### config.mk
export PLATFORM = sky130hd
export DESIGN_NAME = nearest_neighbor_downscaler
export DESIGN_NICKNAME = d
export VERILOG_FILES = /design/src/hdl/nnd_pkg.sv /design/src/hdl/nnd_cfg.sv /design/src/hdl/nnd_core.sv /design/src/hdl/nnd_outbuf.sv /design/src/hdl/nearest_neighbor_downscaler.sv
export SDC_FILE = /design/constraint.sdc
export NUM_CORES = 1
export LEC_CHECK = 0
export BUFFER_PORTS_ARGS = -buffer_cell sky130_fd_sc_hd__buf_2
export CAP_MARGIN = 0
export CORE_UTILIZATION = 30
export CTS_CLUSTER_DIAMETER = 120
export DETAILED_ROUTE_END_ITERATION = 10
export PLACE_DENSITY = 0.53
export SYNTH_ARGS = -nofsm -noshare
export SYNTH_HDL_FRONTEND = slang
export SYNTH_HIERARCHICAL = 1
export SYNTH_SLANG_ARGS = --single-unit
### constraint.sdc
create_clock -name clk -period 7.8 [get_ports clk]
set_input_delay 0.78 -clock clk [delete_from_list [all_inputs] [get_ports clk]]
set_output_delay 0.78 -clock clk [all_outputs]
set_load 0.005 [all_outputs]
### src/hdl/nnd_pkg.sv
// ----------------------------------------------------------------------------
// nnd_pkg
// Shared types and constants of the nearest-neighbor downscaler.
// ----------------------------------------------------------------------------
package nnd_pkg;

  // Width of one configuration register and of the register index.
  localparam int CFG_W     = 13;
  localparam int CFG_IDX_W = 3;

  // Width of the pixel field on both channels.
  localparam int PIX_W = 24;

  // Register indexes on the configuration port.
  localparam logic [CFG_IDX_W-1:0] REG_SRC_WIDTH  = 3'd0;
  localparam logic [CFG_IDX_W-1:0] REG_SRC_HEIGHT = 3'd1;
  localparam logic [CFG_IDX_W-1:0] REG_DST_WIDTH  = 3'd2;
  localparam logic [CFG_IDX_W-1:0] REG_DST_HEIGHT = 3'd3;

  // Register values after reset.
  localparam logic [CFG_W-1:0] RST_WIDTH  = 13'd640;
  localparam logic [CFG_W-1:0] RST_HEIGHT = 13'd480;

  // One picked pixel on its way to the output stage.
  typedef struct packed {
    logic [PIX_W-1:0] pixel;
    logic             row_end;
    logic             frame_end;
  } nnd_result_t;

endpackage

### src/hdl/nnd_cfg.sv
// ----------------------------------------------------------------------------
// nnd_cfg
// Size registers and their clamping to the ranges the scaler supports.
// ----------------------------------------------------------------------------
module nnd_cfg #(
  parameter int COORD_BITS = 12
) (
  input  logic                         clk,
  input  logic                         rst_n,
  input  logic                         cfg_valid,
  output logic                         cfg_ready,
  input  logic [nnd_pkg::CFG_IDX_W-1:0] cfg_index,
  input  logic [nnd_pkg::CFG_W-1:0]    cfg_data,
  output logic [COORD_BITS:0]          src_w,
  output logic [COORD_BITS:0]          src_h,
  output logic [COORD_BITS:0]          dst_w,
  output logic [COORD_BITS:0]          dst_h
);

  localparam int SZ_W  = COORD_BITS + 1;
  localparam int CMP_W = (nnd_pkg::CFG_W > SZ_W) ? nnd_pkg::CFG_W : SZ_W;
  localparam logic [CMP_W-1:0] LIM = CMP_W'(2 ** COORD_BITS);

  logic [nnd_pkg::CFG_W-1:0] src_w_r, src_h_r, dst_w_r, dst_h_r;
  logic [CMP_W-1:0]          sw_c, sh_c, dw_c, dh_c;

  assign cfg_ready = 1'b1;

  always_ff @(posedge clk) begin
    if (!rst_n) begin
      src_w_r <= nnd_pkg::RST_WIDTH;
      src_h_r <= nnd_pkg::RST_HEIGHT;
      dst_w_r <= nnd_pkg::RST_WIDTH;
      dst_h_r <= nnd_pkg::RST_HEIGHT;
    end else if (cfg_valid && cfg_ready) begin
      case (cfg_index)
        nnd_pkg::REG_SRC_WIDTH:  src_w_r <= cfg_data;
        nnd_pkg::REG_SRC_HEIGHT: src_h_r <= cfg_data;
        nnd_pkg::REG_DST_WIDTH:  dst_w_r <= cfg_data;
        nnd_pkg::REG_DST_HEIGHT: dst_h_r <= cfg_data;
        default: ;
      endcase
    end
  end

  // A size of zero counts as one; the source size is capped at the coordinate
  // range and the destination size at the source size.
  always_comb begin
    sw_c = CMP_W'(src_w_r);
    if (sw_c == '0) sw_c = CMP_W'(1);
    else if (sw_c > LIM) sw_c = LIM;

    sh_c = CMP_W'(src_h_r);
    if (sh_c == '0) sh_c = CMP_W'(1);
    else if (sh_c > LIM) sh_c = LIM;

    dw_c = CMP_W'(dst_w_r);
    if (dw_c == '0) dw_c = CMP_W'(1);
    else if (dw_c > sw_c) dw_c = sw_c;

    dh_c = CMP_W'(dst_h_r);
    if (dh_c == '0) dh_c = CMP_W'(1);
    else if (dh_c > sh_c) dh_c = sh_c;
  end

  assign src_w = sw_c[SZ_W-1:0];
  assign src_h = sh_c[SZ_W-1:0];
  assign dst_w = dw_c[SZ_W-1:0];
  assign dst_h = dh_c[SZ_W-1:0];

endmodule

### src/hdl/nnd_core.sv
// ----------------------------------------------------------------------------
// nnd_core
// Raster position tracking and the pick decision for each source pixel.
// ----------------------------------------------------------------------------
module nnd_core #(
  parameter int COORD_BITS  = 12,
  parameter int PIXEL_BYTES = 3
) (
  input  logic                      clk,
  input  logic                      rst_n,
  input  logic                      in_acc,
  input  logic [nnd_pkg::PIX_W-1:0] pixel_in,
  input  logic                      frame_start,
  input  logic [COORD_BITS:0]       src_w,
  input  logic [COORD_BITS:0]       src_h,
  input  logic [COORD_BITS:0]       dst_w,
  input  logic [COORD_BITS:0]       dst_h,
  output logic                      push,
  output nnd_pkg::nnd_result_t      push_data
);

  localparam int CW    = COORD_BITS;
  localparam int SZ_W  = CW + 1;
  localparam int ACC_W = 2 * CW + 1;
  localparam int LIM   = 2 ** CW;
  localparam int RST_DW = (640 > LIM) ? LIM : 640;
  localparam int RST_DH = (480 > LIM) ? LIM : 480;
  localparam int PB_BITS = PIXEL_BYTES * 8;
  localparam logic [nnd_pkg::PIX_W-1:0] PIX_MASK =
    nnd_pkg::PIX_W'((33'd1 << PB_BITS) - 33'd1);

  logic [CW-1:0]    src_col_r, src_col_nxt, src_row_r, src_row_nxt;
  logic [SZ_W-1:0]  dst_col_r, dst_col_nxt, dst_row_r, dst_row_nxt;
  logic [ACC_W-1:0] ct_r, ct_nxt, cb_r, cb_nxt, rt_r, rt_nxt, rb_r, rb_nxt;
  logic             rsel_r, rsel_nxt;

  // Position after an optional frame restart.
  logic [CW-1:0]    e_src_col, e_src_row;
  logic [SZ_W-1:0]  e_dst_col, e_dst_row;
  logic [ACC_W-1:0] e_ct, e_cb, e_rt, e_rb;
  logic             e_rsel;

  logic [ACC_W-1:0] sw_a, sh_a, dw_a, dh_a;
  logic [SZ_W-1:0]  col_inc, row_inc;
  logic             pick, row_last, frame_last, row_step;
  logic [SZ_W-1:0]  dr_step;
  logic [ACC_W-1:0] rt_step, rb_step;

  assign sw_a = ACC_W'(src_w);
  assign sh_a = ACC_W'(src_h);
  assign dw_a = ACC_W'(dst_w);
  assign dh_a = ACC_W'(dst_h);

  always_comb begin
    if (frame_start) begin
      e_src_col = '0;
      e_src_row = '0;
      e_dst_col = '0;
      e_dst_row = '0;
      e_ct      = '0;
      e_cb      = dw_a;
      e_rt      = '0;
      e_rb      = dh_a;
      e_rsel    = 1'b1;
    end else begin
      e_src_col = src_col_r;
      e_src_row = src_row_r;
      e_dst_col = dst_col_r;
      e_dst_row = dst_row_r;
      e_ct      = ct_r;
      e_cb      = cb_r;
      e_rt      = rt_r;
      e_rb      = rb_r;
      e_rsel    = rsel_r;
    end
  end

  // Column x is picked while dst_col * sw < (x + 1) * dw.
  assign pick       = e_rsel && (e_dst_col < dst_w) && (e_ct < e_cb);
  assign col_inc    = SZ_W'(e_src_col) + SZ_W'(1);
  assign row_inc    = SZ_W'(e_src_row) + SZ_W'(1);
  assign row_last   = (col_inc >= src_w);
  assign frame_last = (row_inc >= src_h);
  assign row_step   = e_rsel && (e_dst_row < dst_h);
  assign dr_step    = e_dst_row + SZ_W'(row_step);
  assign rt_step    = row_step ? (e_rt + sh_a) : e_rt;
  assign rb_step    = e_rb + dh_a;

  assign push                = in_acc && pick;
  assign push_data.pixel     = pixel_in & PIX_MASK;
  assign push_data.row_end   = (e_dst_col == (dst_w - SZ_W'(1)));
  assign push_data.frame_end = push_data.row_end && (e_dst_row == (dst_h - SZ_W'(1)));

  always_comb begin
    src_col_nxt = src_col_r;
    src_row_nxt = src_row_r;
    dst_col_nxt = dst_col_r;
    dst_row_nxt = dst_row_r;
    ct_nxt      = ct_r;
    cb_nxt      = cb_r;
    rt_nxt      = rt_r;
    rb_nxt      = rb_r;
    rsel_nxt    = rsel_r;
    if (in_acc) begin
      src_row_nxt = e_src_row;
      dst_row_nxt = e_dst_row;
      rt_nxt      = e_rt;
      rb_nxt      = e_rb;
      rsel_nxt    = e_rsel;
      if (row_last) begin
        src_col_nxt = '0;
        dst_col_nxt = '0;
        ct_nxt      = '0;
        cb_nxt      = dw_a;
        if (frame_last) begin
          src_row_nxt = '0;
          dst_row_nxt = '0;
          rt_nxt      = '0;
          rb_nxt      = dh_a;
          rsel_nxt    = 1'b1;
        end else begin
          src_row_nxt = row_inc[CW-1:0];
          dst_row_nxt = dr_step;
          rt_nxt      = rt_step;
          rb_nxt      = rb_step;
          rsel_nxt    = (dr_step < dst_h) && (rt_step < rb_step);
        end
      end else begin
        src_col_nxt = col_inc[CW-1:0];
        dst_col_nxt = e_dst_col + SZ_W'(pick);
        ct_nxt      = pick ? (e_ct + sw_a) : e_ct;
        cb_nxt      = e_cb + dw_a;
      end
    end
  end

  always_ff @(posedge clk) begin
    if (!rst_n) begin
      src_col_r <= '0;
      src_row_r <= '0;
      dst_col_r <= '0;
      dst_row_r <= '0;
      ct_r      <= '0;
      cb_r      <= ACC_W'(RST_DW);
      rt_r      <= '0;
      rb_r      <= ACC_W'(RST_DH);
      rsel_r    <= 1'b1;
    end else begin
      src_col_r <= src_col_nxt;
      src_row_r <= src_row_nxt;
      dst_col_r <= dst_col_nxt;
      dst_row_r <= dst_row_nxt;
      ct_r      <= ct_nxt;
      cb_r      <= cb_nxt;
      rt_r      <= rt_nxt;
      rb_r      <= rb_nxt;
      rsel_r    <= rsel_nxt;
    end
  end

endmodule

### src/hdl/nnd_outbuf.sv
// ----------------------------------------------------------------------------
// nnd_outbuf
// Output register with a skid entry, so input ready never waits on the sink.
// ----------------------------------------------------------------------------
module nnd_outbuf (
  input  logic                 clk,
  input  logic                 rst_n,
  input  logic                 push,
  input  nnd_pkg::nnd_result_t push_data,
  output logic                 in_ready,
  output logic                 out_valid,
  input  logic                 out_ready,
  output nnd_pkg::nnd_result_t out_data
);

  logic                 main_v_r, skid_v_r;
  nnd_pkg::nnd_result_t main_d_r, skid_d_r;
  logic                 pop;

  assign pop       = main_v_r && out_ready;
  assign in_ready  = !skid_v_r;
  assign out_valid = main_v_r;
  assign out_data  = main_d_r;

  always_ff @(posedge clk) begin
    if (!rst_n) begin
      main_v_r <= 1'b0;
      skid_v_r <= 1'b0;
    end else if (pop) begin
      if (skid_v_r) begin
        skid_v_r <= 1'b0;
      end else begin
        main_v_r <= push;
      end
    end else if (push) begin
      if (main_v_r) begin
        skid_v_r <= 1'b1;
      end else begin
        main_v_r <= 1'b1;
      end
    end
  end

  always_ff @(posedge clk) begin
    if (pop) begin
      main_d_r <= skid_v_r ? skid_d_r : push_data;
    end else if (push) begin
      if (main_v_r) begin
        skid_d_r <= push_data;
      end else begin
        main_d_r <= push_data;
      end
    end
  end

endmodule

### src/hdl/nearest_neighbor_downscaler.sv
// ----------------------------------------------------------------------------
// nearest_neighbor_downscaler
// Nearest-neighbor downscale of a raster-order pixel stream.
// ----------------------------------------------------------------------------
// The block takes one source pixel per clock and passes on the pixels that a
// nearest-neighbor downscale to the configured destination size picks. Each
// beat is decided in the cycle it is accepted, from the position counters and
// the cross-multiplied accumulators, and a picked pixel is registered in the
// output register, or in its skid entry while that register is held. Sustained
// rate is one pixel per cycle; the input stalls only when both the output
// register and its skid entry are full. Sizes take effect at once, and a
// destination size above the source size counts as the source size.
module nearest_neighbor_downscaler #(
  parameter int COORD_BITS  = 12,
  parameter int PIXEL_BYTES = 3
) (
  input  logic                          clk,
  input  logic                          rst_n,
  // Input stream.
  input  logic                          in_tvalid,
  output logic                          in_tready,
  input  logic [23:0]                   in_tdata,   // [23:0] pixel_in
  input  logic                          in_tuser,   // [0] frame_start
  // Output stream.
  output logic                          out_tvalid,
  input  logic                          out_tready,
  output logic [23:0]                   out_tdata,  // [23:0] pixel_out
  output logic                          out_tlast,  // row_end
  output logic                          out_tuser,  // [0] frame_end
  // Configuration writes.
  input  logic                          cfg_valid,
  output logic                          cfg_ready,
  input  logic [nnd_pkg::CFG_IDX_W-1:0] cfg_index,
  input  logic [nnd_pkg::CFG_W-1:0]     cfg_data
);

  logic [COORD_BITS:0]  src_w, src_h, dst_w, dst_h;
  logic                 in_acc, push;
  nnd_pkg::nnd_result_t push_data, out_data;

  assign in_acc = in_tvalid && in_tready;

  nnd_cfg #(
    .COORD_BITS (COORD_BITS)
  ) u_cfg (
    .clk       (clk),
    .rst_n     (rst_n),
    .cfg_valid (cfg_valid),
    .cfg_ready (cfg_ready),
    .cfg_index (cfg_index),
    .cfg_data  (cfg_data),
    .src_w     (src_w),
    .src_h     (src_h),
    .dst_w     (dst_w),
    .dst_h     (dst_h)
  );

  nnd_core #(
    .COORD_BITS  (COORD_BITS),
    .PIXEL_BYTES (PIXEL_BYTES)
  ) u_core (
    .clk         (clk),
    .rst_n       (rst_n),
    .in_acc      (in_acc),
    .pixel_in    (in_tdata),
    .frame_start (in_tuser),
    .src_w       (src_w),
    .src_h       (src_h),
    .dst_w       (dst_w),
    .dst_h       (dst_h),
    .push        (push),
    .push_data   (push_data)
  );

  nnd_outbuf u_outbuf (
    .clk       (clk),
    .rst_n     (rst_n),
    .push      (push),
    .push_data (push_data),
    .in_ready  (in_tready),
    .out_valid (out_tvalid),
    .out_ready (out_tready),
    .out_data  (out_data)
  );

  assign out_tdata = out_data.pixel;
  assign out_tlast = out_data.row_end;
  assign out_tuser = out_data.frame_end;

  // The last pixel of a frame is always the last pixel of its row.
  a_frame_end_is_row_end: assert property (@(posedge clk) disable iff (!rst_n)
    out_tvalid |-> (!out_tuser || out_tlast))
    else $error("frame_end without row_end");

  // The skid entry only fills behind a held output beat.
  a_stall_has_output: assert property (@(posedge clk) disable iff (!rst_n)
    !in_tready |-> out_tvalid)
    else $error("input stalled with empty output register");

  // Reset empties the output stage.
  a_reset_clears_output: assert property (@(posedge clk)
    !rst_n |=> !out_tvalid)
    else $error("output valid right after reset");

endmodule
==> impl_metrics.csv, run 1 <==
group,metric,value,unit
timing,tightest_slew,1.06,ns
floorplanning,die_area,0.0665,mm2
synthesis,ys_types,94,
global_route,grt_pass1_wl,96100,um
finish,final_common_cell,"nand2_1",
timing,slew_headroom,0.292,
worst_setup_path,crit_type,"reg -> reg",
worst_setup_path,cp-startpoint,"u_cfg/src_h_r[12]",
power,p_total,0.00391,W
detailed_routing,first_pass_iters,5,
finish,antenna_cells,0,
placement,io_buffers,73,
clock_tree,clk_pin_slew,0.06,ns
timing,period_minus_slack,7.30,ns
detailed_routing,vias_per_cell,5.36,
worst_hold_path,hold_class,"in -> reg",
placement,dp_hpwl,44600,um
clock_tree,hold_buffers,0,
finish,fin_util,0.339,
detailed_routing,vias,17800,
clock_tree,cts_tree,"built",
finish,layout_common_cells,"nand2_1 (332), dfxtp_1 (205), nor2_1 (187), ha_1 (187), o21ai_0 (146)",
clock_tree,cts-root-buf,"clkbuf_16",
worst_setup_path,rr_startpoint,"u_cfg/src_h_r[12]",
placement,gp_congestion,0.879,
detailed_routing,route.detailed.drc,0,
worst_setup_path,cp_slowest_cell,"a311oi_4",
finish,nets,2691,
finish,syn2layout_area_growth,11.2,%
worst_setup_path,reg2regPathDepth,31,
timing,max_freq,137,MHz
detailed_routing,antenna_left,0,
global_route,track_usage,0.180,
synthesis,synthArstFlopShare,0,
power,p_per_area,179,mW/mm2
clock_tree,cts_sinks,257,
clock_tree,clock_latency,0.56,ns
timing,slew_violations,0,
floorplanning,ios,75,
timing,tns,0,ns
worst_setup_path,arrival,7.76,ns
synthesis,syn-num-nets,2680,
synthesis,yosys_register_bits,257,
timing,min_period_over_period,0.936,
floorplanning,fp.coreArea,0.0646,mm2
synthesis,synth_flop_cell,"dfxtp_1",
detailed_routing,wl,61200,um
synthesis,synth-edff-count,52,
outcome,outcome,"completed",
global_route,grt_max_degree,82,
floorplanning,initial_core_util,0.304,
worst_setup_path,worstSetupEndpointType,"register",
timing,timing.hold.ws,0.418,ns
worst_hold_path,whs_endpoint,"u_outbuf/skid_d_r[12]",
worst_setup_path,crit_path_max_incr_delay,0.55,ns
global_route,grt_overflow,0,
clock_tree,cts_buffers,35,
floorplanning,die_height,258,um
clock_tree,clock_path_buffers,3,
synthesis,seq_area_frac_synth,0.288,
worst_setup_path,cp-start-kind,"register",
run,maxCapViolations,0,
global_route,grt_pass1_vias,17200,
floorplanning,fp.dieW,258,um
synthesis,syn_inst,2443,
clock_tree,cts_max_level,2,
synthesis,syn_area,0.0197,mm2
timing,hold_violations,0,
power,vdd_drop_max,0.000121,V
synthesis,syn-mean-instance-area,8.05,um2
worst_setup_path,rrSetupSlack,0.50,ns
timing,rsz0062_at_grt,"false",
detailed_routing,wl_per_cell,18.4,um
worst_hold_path,hold_start,"in_tdata[10]",
worst_hold_path,whs_path_depth,1,
floorplanning,num_rows,93,
timing,setup_viol,0,
worst_setup_path,reg2reg_to,"u_core/rsel_r",
worst_setup_path,critical_path_peak_fanout,14,
power,power.leakage,8.97,nW
global_route,antenna_found_initial,0,
timing,fin_skew,0.0256,ns
detailed_routing,dr.first_iter.drc_count,1270,
synthesis,yosys_warnings,6,
finish,drive_gt1_frac,0.103,
worst_setup_path,cp.required,8.26,ns
[power by group]
part / internal (W) / switching [W] / total (W)
clock network: 0.000947 / 0.000645 / 0.00159
registers: 0.00143 / 0.0000298 / 0.00146
logic: 0.000320 / 0.000543 / 0.000863
[per-layer routing]
| metal | vias up | track usage | wire length, um |
|---|---|---|---|
| li1 | 8721 | - | - |
| met1 | 8537 | 0.243 | 28500 |
| met2 | 501 | 0.297 | 27800 |
| met3 | 85 | 0.0236 | 3150 |
| met4 | 0 | 0.0569 | 1630 |
| met5 | - | 0 | 0 |
[what timing repair did]
action,in CTS,in global routing
setup endpoints to repair,0,1
setup buffers,0,2
resized for setup,0,5
[through the flow]
step / cells / setup slack, ns / instance area (um2)
6_report: 3332 / 0.501 / 21900
3_5_place_dp: 3270 / 0.413 / 20700
5_1_grt: 3332 / 0.0226 / 21900
3_3_place_gp: 3270 / 0.530 / 20700
4_1_cts: 3330 / 0.327 / 21800
2_1_floorplan: 2443 / 1.13 / 19700
[critical path: cells and delay by family (launching register included)]
| kind | cells | cell delay (ns) |
|---|---|---|
| xor+xnor | 1 | 0.15 |
| mux | 1 | 0.17 |
| fa+ha+maj | 4 | 1.10 |
| compound gates | 14 | 3.45 |
| flops | 1 | 0.44 |
| simple gates | 7 | 1.18 |
| buf+inv | 4 | 0.72 |
[area by class of cell]
| class | instances | area [um2] |
|---|---|---|
| Fill cell | 6801 | 42700 |
| Sequential cell | 257 | 5670 |
| Clock inverter | 9 | 88.8 |
| Inverter | 146 | 552 |
| Tap cell | 855 | 1070 |
| Multi-Input combinational cell | 1904 | 12800 |
| Clock buffer | 51 | 1030 |
| Timing Repair Buffer | 110 | 649 |
[how the worst max path moves through the flow]
stage	end
final	u_core/rsel_r
after floorplan	u_core/rsel_r
after global routing	u_core/rsel_r
after global placement	u_core/rsel_r
after detailed placement	u_core/rsel_r
after CTS	u_core/rsel_r
[cells in the mapped netlist (8+ instances only)]
cell type    n  share of area
buf_2       15         0.0038
nand4_1     36          0.011
mux2_4      21          0.016
o21ai_1      9         0.0023
nand3_1     94          0.024
and3_1      32          0.010
nor4_1      19         0.0060
nor2b_1     81          0.026
dfxtp_1    205           0.21
a21oi_1    129          0.033
a311oi_1     8         0.0036
xor2_1      49          0.022
a211oi_1    21         0.0080
a32oi_1     11         0.0049
a31oi_1     22         0.0070
o31ai_1     14         0.0053
nor2_1     190          0.036
mux2i_1     26          0.013
ha_1       187           0.12
o21ai_0    147          0.037
and2_1      12         0.0038
a21o_1      39          0.015
a21boi_0    46          0.018
o22ai_1      8         0.0025
a22oi_1     35          0.013
a32o_1       9         0.0046
nand2b_1    12         0.0038
nand2_1    332          0.063
a22o_1      20         0.0089
o21a_1       8         0.0031
xnor2_1     80          0.036
nor3_1      33         0.0084
o21bai_1     8         0.0031
edfxtp_1    52          0.079
buf_4       28          0.011
inv_1      144          0.027
or3_1       14         0.0045
buf_1       11         0.0021
o211ai_1    16         0.0061
mux2_2      30          0.017
clkbuf_1    77          0.015
[registers in the layout, summed over array words and instances (netlist names), 12 cells and up]
signal,cells
u_core/ct_r,25
u_core/src_col_r,12
u_outbuf/skid_d_r,26
u_cfg/dst_w_r,13
u_cfg/src_w_r,13
u_outbuf/out_data,26
u_cfg/src_h_r,13
u_core/dst_row_r,13
u_core/rb_r,25
u_core/dst_col_r,13
u_core/cb_r,25
u_core/src_row_r,12
u_cfg/dst_h_r,13
u_core/rt_r,25
[cells by family after synthesis]
| group | count (synthesis) | synth area share |
|---|---|---|
| compound gates | 604 | 0.203 |
| xor+xnor | 129 | 0.0575 |
| fa+ha+maj | 194 | 0.125 |
| buf+inv | 282 | 0.0621 |
| flops | 257 | 0.288 |
| mux | 77 | 0.0465 |
| other cells | 1 | 0.000191 |
| simple gates | 899 | 0.218 |
Note: power is estimated with default switching activity, not from simulation.
==> inputs of run 2 (changes only) <==
--- a/config.mk
+++ b/config.mk
@@ -10,7 +10,8 @@
 export CORE_UTILIZATION = 30
 export CTS_CLUSTER_DIAMETER = 120
 export DETAILED_ROUTE_END_ITERATION = 10
-export PLACE_DENSITY = 0.53
+export HOLD_SLACK_MARGIN = 0.06
+export PLACE_DENSITY_LB_ADDON = 0.3
 export SYNTH_ARGS = -nofsm -noshare
 export SYNTH_HDL_FRONTEND = slang
 export SYNTH_HIERARCHICAL = 1
==> constraint.sdc (replaced) <==
create_clock -name clk -period 7.8 [get_ports clk]
set_input_delay 0.78 -clock clk [delete_from_list [all_inputs] [get_ports clk]]
set_output_delay 0.78 -clock clk [all_outputs]
set_load 0.02 [all_outputs]
==> run 2 against run 1 <==
  * Non-clock buffer count down 7
  * First-iteration DRC count is 5.5% higher
  * Sequential power about the same
  * Critical path type unchanged
  * Highest routed layer unchanged
  * Power up 2.6%
  * Largest power group unchanged
  * Fmax up 2.6%
==> impl_metrics.csv, run 2 (same netlist as run 1, synthesis figures left out) <==
group,metric,value,unit
detailed_routing,wl_per_cell,17.4,um
finish,multiInputGateArea,0.0128,mm2
finish,drive_gt1_frac,0.102,
floorplanning,die_height,258,um
detailed_routing,route.detailed.drc,0,
worst_setup_path,path_buf_inv,4,
timing,max_freq,141,MHz
timing,setup_viol,0,
detailed_routing,antenna_left,0,
finish,stdcell_count,3326,
detailed_routing,vias_per_cell,5.32,
placement,dp_hpwl,42000,um
timing,slew_violations,0,
timing,fin_skew,0.0324,ns
floorplanning,die_area,0.0665,mm2
worst_hold_path,hold_class,"in -> reg",
worst_setup_path,cp_slowest_cell,"dfxtp_2",
worst_setup_path,crit_type,"reg -> reg",
floorplanning,initial_core_util,0.304,
timing,tns,0,ns
worst_setup_path,cp.required,8.27,ns
clock_tree,clock_path_buffers,3,
timing,hold_violations,0,
placement,io_buffers,73,
timing,rsz0062_at_grt,"false",
worst_setup_path,cp-start-kind,"register",
floorplanning,fp.dieW,258,um
floorplanning,num_rows,93,
timing,min_period_over_period,0.912,
global_route,grt_max_degree,74,
timing,tightest_slew,1.26,ns
power,p_per_area,184,mW/mm2
power,comb_power_share,0.221,
power,vdd_drop_max,0.000144,V
timing,period_minus_slack,7.12,ns
global_route,grt_overflow,0,
worst_setup_path,crit_family,"simple AND/OR/NAND/NOR gates",
worst_setup_path,arrival,7.59,ns
global_route,antenna_found_initial,0,
run,maxCapViolations,0,
finish,nets,2684,
timing,fin_ws,0.684,ns
power,power.internal,0.00276,W
clock_tree,clock_latency,0.57,ns
floorplanning,ios,75,
clock_tree,cts_tree,"built",
power,p_switching,0.00125,W
finish,syn2layout_area_growth,11.2,%
power,p_total,0.00401,W
power,netSwitchingFraction,0.312,
global_route,grt_pass1_vias,17100,
timing,slew_headroom,0.158,
power,power.leakage,8.94,nW
clock_tree,cts_buffers,34,
finish,final-seq-area,0.00567,mm2
worst_setup_path,crit_top_cell,"ha_1",
global_route,track_usage,0.173,
finish,layout_common_cells,"nand2_1 (332), dfxtp_1 (204), nor2_1 (187), ha_1 (187), o21ai_0 (146)",
clock_tree,cts_max_level,2,
clock_tree,cts-root-buf,"clkbuf_16",
power,clockPowerShare,0.416,
floorplanning,fp.coreArea,0.0646,mm2
worst_setup_path,worstSetupEndpointType,"register",
clock_tree,cts_sinks,257,
worst_setup_path,critical_path_peak_fanout,8,
placement,placed_cells,3265,
placement,place_ws,0.304,ns
finish,final_common_cell,"nand2_1",
detailed_routing,dr.first_iter.drc_count,1340,
clock_tree,postCtsSetupBuffers,0,
power,p_seq_frac,0.363,
placement,gp_congestion,0.869,
finish,nFillCells,6759,
detailed_routing,first_pass_iters,6,
finish,antenna_cells,0,
detailed_routing,wl,57700,um
worst_setup_path,crit_path_max_incr_delay,0.43,ns
detailed_routing,vias,17700,
clock_tree,clk_pin_slew,0.06,ns
outcome,outcome,"completed",
global_route,grt_pass1_wl,93200,um
[run 2: layer usage]
layer | global-route usage | vias to the layer above | wire length [um]
li1 | - | 8739 | -
met1 | 0.240 | 8445 | 28100
met2 | 0.276 | 447 | 25600
met3 | 0.0257 | 69 | 2950
met4 | 0.0473 | 0 | 1100
met5 | 0 | - | 0
[run 2: through the flow]
step | hold WS (ns) | util | instance area [um2]
final | 0.427 | 0.338 | 21900
after global routing | 0.407 | 0.338 | 21900
after CTS | 0.391 | 0.338 | 21800
after detailed placement | 0.434 | 0.320 | 20700
after global placement | 0.426 | 0.320 | 20700
after floorplan | 0.417 | - | 19700
[run 2: timing repair]
item                       in CTS  in global routing
setup endpoints to repair       0                  1
hold buffers                    0                  0
gates resized for setup         0                  6
[run 2: area by class of cell]
class,instances,area share
multi-input combinational,1904,0.586
sequential,257,0.259
tap,855,0.0489
clock buffer,38,0.0401
timing repair buffer,103,0.0271
inverter,146,0.0252
clock inverter,22,0.0132
timing repair inverter,1,0.000344
[run 2: worst paths after layout]
path,start,end,slack (ns),cells after the start
hold / removal,in_tdata[11],u_outbuf/skid_d_r[13],0.43,1
setup reg to reg,u_cfg/src_h_r[12],u_core/rsel_r,0.68,34
hold reg to reg,u_core/ct_r[3],u_core/ct_r[3],0.44,2
setup / recovery,u_cfg/src_h_r[12],u_core/rsel_r,0.68,34
[run 2: power by group through the flow]
stage	clock [W]	combinational (W)	sequential, W
2_1_floorplan	0	0.000606	0.00152
3_3_place_gp	0	0.000861	0.00148
3_5_place_dp	0	0.000879	0.00148
4_1_cts	0.00172	0.000884	0.00146
5_1_grt	0.00177	0.000973	0.00146
6_report	0.00167	0.000888	0.00146
